<file path="config.mk">
export PLATFORM = sky130hd
export DESIGN_NAME = swmm_outbuf
export DESIGN_NICKNAME = d
export VERILOG_FILES = /design/src/hdl/swmm_outbuf.sv
export VERILOG_INCLUDE_DIRS = /design/src /design/src/hdl
export SDC_FILE = /design/constraint.sdc
export NUM_CORES = 1
export LEC_CHECK = 0
export ABC_AREA = 1
export BUFFER_PORTS_ARGS = -buffer_cell sky130_fd_sc_hd__clkbuf_2
export CORE_MARGIN = 2
export CORE_UTILIZATION = 35
export CTS_BUF_LIST = sky130_fd_sc_hd__clkbuf_8
export DETAILED_ROUTE_END_ITERATION = 12
export PLACE_DENSITY_LB_ADDON = 0.3
export SYNTH_ARGS = -nofsm -noshare
export SYNTH_HDL_FRONTEND = slang
export SYNTH_SLANG_ARGS = --single-unit
</file>
<file path="constraint.sdc">
create_clock -name clk -period 10.9 [get_ports clk]
set_input_delay 1.635 -clock clk [delete_from_list [all_inputs] [get_ports clk]]
set_output_delay 1.635 -clock clk [all_outputs]
set_load 0.1 [all_outputs]
</file>
<file path="src/hdl/assert_macros.svh">
// ---------------------------------------------------------------------------
// Assertion macros
// Shared concurrent assertion wrappers. Define ASSERT_OFF to compile them out.
// ---------------------------------------------------------------------------
`ifndef ASSERT_MACROS_SVH
`define ASSERT_MACROS_SVH

`ifndef ASSERT_OFF
`define ASSERT_PROP(lbl, clk, rstn, prop) \
	lbl: assert property (@(posedge clk) disable iff (!rstn) prop) \
		else $error("assertion failed");
`define ASSERT_NEVER(lbl, clk, rstn, cond) \
	lbl: assert property (@(posedge clk) disable iff (!rstn) !(cond)) \
		else $error("forbidden condition seen");
`else
`define ASSERT_PROP(lbl, clk, rstn, prop)
`define ASSERT_NEVER(lbl, clk, rstn, cond)
`endif

`endif

</file>
<file path="src/hdl/swmm_outbuf.sv">
// ---------------------------------------------------------------------------
// swmm_outbuf
// Two-entry result buffer that decouples the output handshake from the input.
// ---------------------------------------------------------------------------
`include "assert_macros.svh"

module swmm_outbuf #(
	parameter int W = 65
) (
	input  logic         clk,
	input  logic         arst_n,
	input  logic         push,
	input  logic [W-1:0] push_data,
	output logic         room,
	output logic         out_valid,
	input  logic         out_ready,
	output logic [W-1:0] out_data
);

	logic [1:0]   cnt_q;
	logic [W-1:0] d0_q;
	logic [W-1:0] d1_q;
	logic         pop;

	assign pop       = out_valid && out_ready;
	assign out_valid = (cnt_q != 2'd0);
	assign room      = (cnt_q != 2'd2);
	assign out_data  = d0_q;

	always_ff @(posedge clk or negedge arst_n) begin
		if (!arst_n) begin
			cnt_q <= 2'd0;
		end else begin
			cnt_q <= cnt_q + {1'b0, push} - {1'b0, pop};
		end
	end

	always_ff @(posedge clk) begin
		if (pop) begin
			d0_q <= (push && cnt_q == 2'd1) ? push_data : d1_q;
			if (push && cnt_q == 2'd2) begin
				d1_q <= push_data;
			end
		end else if (push) begin
			if (cnt_q == 2'd0) begin
				d0_q <= push_data;
			end else begin
				d1_q <= push_data;
			end
		end
	end

	`ASSERT_NEVER(a_cnt_range, clk, arst_n, cnt_q == 2'd3)

endmodule

</file>
==> summary.md <==
| Metric | Value |
|---|---|
| Min-Delay Startpoint | d1_q[64] |
| Hold Path End | out_data[64] |
| Routed len/inst | between 10 and 15 µm |
| CP max-delay cell | buf_4 |
| DRT antenna net count | 0 |
| Worst stage delay on the critical path | 0.67 ns |
| Setup TNS Final | 0 ns |
| Most frequent cells in the layout | nand2_1 (141), clkbuf_2 (135), edfxtp_1 (130), nand3_1 (66), clkbuf_8 (17) |
| DP HPWL | 6380 µm |
| CP top delay family | buffers and inverters |
| DR vias/cell | 4.65 |
| Postcts setup bufs | 0 |
| Slew headroom | 17.8% |
| Hold_buf cts | 0 |
| Aggregate global-route resource usage | 14.0% |
| P&R area growth vs syn | 22.3% |
| Worst R2R Start | cnt_q[0] |
| CP arrival | 3.42 ns |
| Seq/Total Area, Yosys | 78.5% |
| CP Launch Type | input port |
| CTS H-tree lvls | 4 |
| TritonCTS clock tree | built |
| #FFs+latches synth | 132 |
| Period utilization | 30.8% |
| R2r worst-path depth | 4 |
| Count of pins over their slew limit | 0 |
| Crit Path Category | in -> reg |
| Root Buffer | clkbuf_8 |
| Worst reg-to-reg setup slack | just under 9 ns |
| Worst EP required | 10.96 ns |
| Number of global-route vias before repair | 3107 |
| R2R Path End | out_data[43] |
| DR DRC count | 0 |
| Worst-path cell chain | clkbuf_2, buf_4, nand2_1, o21ai_4, buf_4 |
| Most common cell after layout, fill and taps aside | nand2_1 |
| Placed cell count | 670 |
| Starting DRT DRC Count | 286 |
| Core ar. | 0.0140 mm² |
| Nets | 579 |
| Gpl congestion | 0.736 |
| Buf/Inv on CP | 3 |
| First-pass GRT wire length | 15700 µm |
| Post-Layout Cell Count | 700 |
| CP Launch Point | out_ready |
| Hold Crit Class | reg -> reg |
| Clock Latency Late Sink | approximately 0.43 ns |
| Detailed Routing Iterations Pass 1 | 4 |
| # fillers | 1317 |
| Syn avg cell area | 13.5 µm² |
| Starting Density | 36.0% |
| Detailed-route via count | ~3300 |
| Clock slew at reported path FFs | 0.06 ns |
| Post-synth cell types | 16 |
| Critical path endpoint category | register |
| Area of the multi-input gates | 923 µm² |
| Initial antenna violation count | 0 |
| Ys Warns | 0 |
| Num rows | 43 |
| Die width | ~120 µm |
| Minimum clock period | 3.35 ns |
| Most common cell on crit path | buf_4 |
| Sink Count | 132 |
| Largest net degree at the start of global routing | 70 |
| Die Y-Extent | 124 µm |
| GR Overflow Total | 0 |
| ANT cells | 0 |
| Outcome | finished clean |
| Actual slew at the worst max-slew pin | 1.23 ns |
| RSZ-0062 raised after global routing | no |
| Worst Skew | 0.00863 ns |
| Fin. Hold Viols | 0 |
| Critical path fanouts, max | 69 |
| Post-synth net total | between 400 and 500 |
| Share of post-route cells with drive strength above 1 | between 30 and 40% |
| PortBufs | 135 |
| Num ports | 136 |
| Fmax | 298 MHz |
| Cells after synthesis | between 300 and 400 |
| Reg area | 0.00395 mm² |
| Post-Syn Area | 0.00504 mm² |
| Total of max-cap violations | 0 |
| # resized after CTS | 0 |
| Cts bufs inserted | 17 |
| Hold path depth | 2 |
| Setup-failing EPs final | 0 |
| CTS Buffer Depth | 2 |
| Routed WL | between 10000 and 15000 µm |
| Die area | 0.0154 mm² |
-- through the flow --
| step | setup WS, ns | instance area [µm²] | utilization, % | hold slack, ns |
|---|---|---|---|---|
| after floorplan | 4.06 | 5040 | - | 0.521 |
| after global placement | 7.07 | 5830 | 41.7 | 0.528 |
| after detailed placement | 7.03 | 5830 | 41.7 | 0.531 |
| after CTS | 7.51 | 6170 | 44.1 | 0.544 |
| after global routing | 7.37 | 6170 | 44.1 | 0.564 |
| final | 7.55 | 6170 | 44.1 | 0.543 |
-- worst register-to-register path: stages, from the launching register on --
cell	delay, ns
dfrtp_1	0.42
inv_2	0.11
nand2_2	0.12
o21ai_4	0.33
buf_4	0.68
-- state kept, by name, indices dropped and copies added, names as in the netlist --
| register | count |
|---|---|
| d1_q | 65 |
| cnt_q | 2 |
| out_data | 65 |
-- routing by layer --
layer	global-route usage [%]	vias up	routed length (µm)
li1	-	1580	-
met1	17.4	1537	4490
met2	21.4	118	4820
met3	5.17	17	783
met4	7.58	0	216
met5	0	-	0
-- layout make-up --
cell class                      instances  share of cell area [%]
Multi-Input combinational cell        214                    15.0
Clock inverter                         13                    1.70
Inverter                                5                   0.304
Timing Repair Buffer                  139                    11.4
Clock buffer                           17                    3.79
Tap cell                              180                    3.65
Sequential cell                       132                    64.1
-- logic make-up after synthesis --
group	after synthesis	share of synthesized area, %
compound gates	2	0.198
fa+ha+maj	1	0.248
buf+inv	27	3.50
flops	132	78.5
simple gates	211	17.6
-- worst max-delay path by stage --
stage	to	cells past startpoint
after floorplan	out_data[0]	2
after global placement	out_data[59]	5
after detailed placement	out_data[47]	5
after CTS	out_data[59]	5
after global routing	out_data[37]	5
final	out_data[43]	5
-- Yosys cell counts --
library cell | number | area share, %
a21oi_1 | 1 | 0.099
buf_2 | 6 | 0.60
buf_4 | 6 | 0.89
buf_6 | 6 | 1.3
clkbuf_1 | 4 | 0.30
dfrtp_1 | 2 | 0.99
edfxtp_1 | 130 | 77
ha_1 | 1 | 0.25
inv_1 | 3 | 0.22
inv_2 | 2 | 0.15
nand2_1 | 142 | 11
nand2_2 | 1 | 0.12
nand3_1 | 66 | 6.6
nand3_2 | 1 | 0.20
nand3b_1 | 1 | 0.15
o21ai_0 | 1 | 0.099
Power is left out: the tool's default activity adds up to more than one toggle a clock period on the data nets, which glitch-free logic cannot reach.
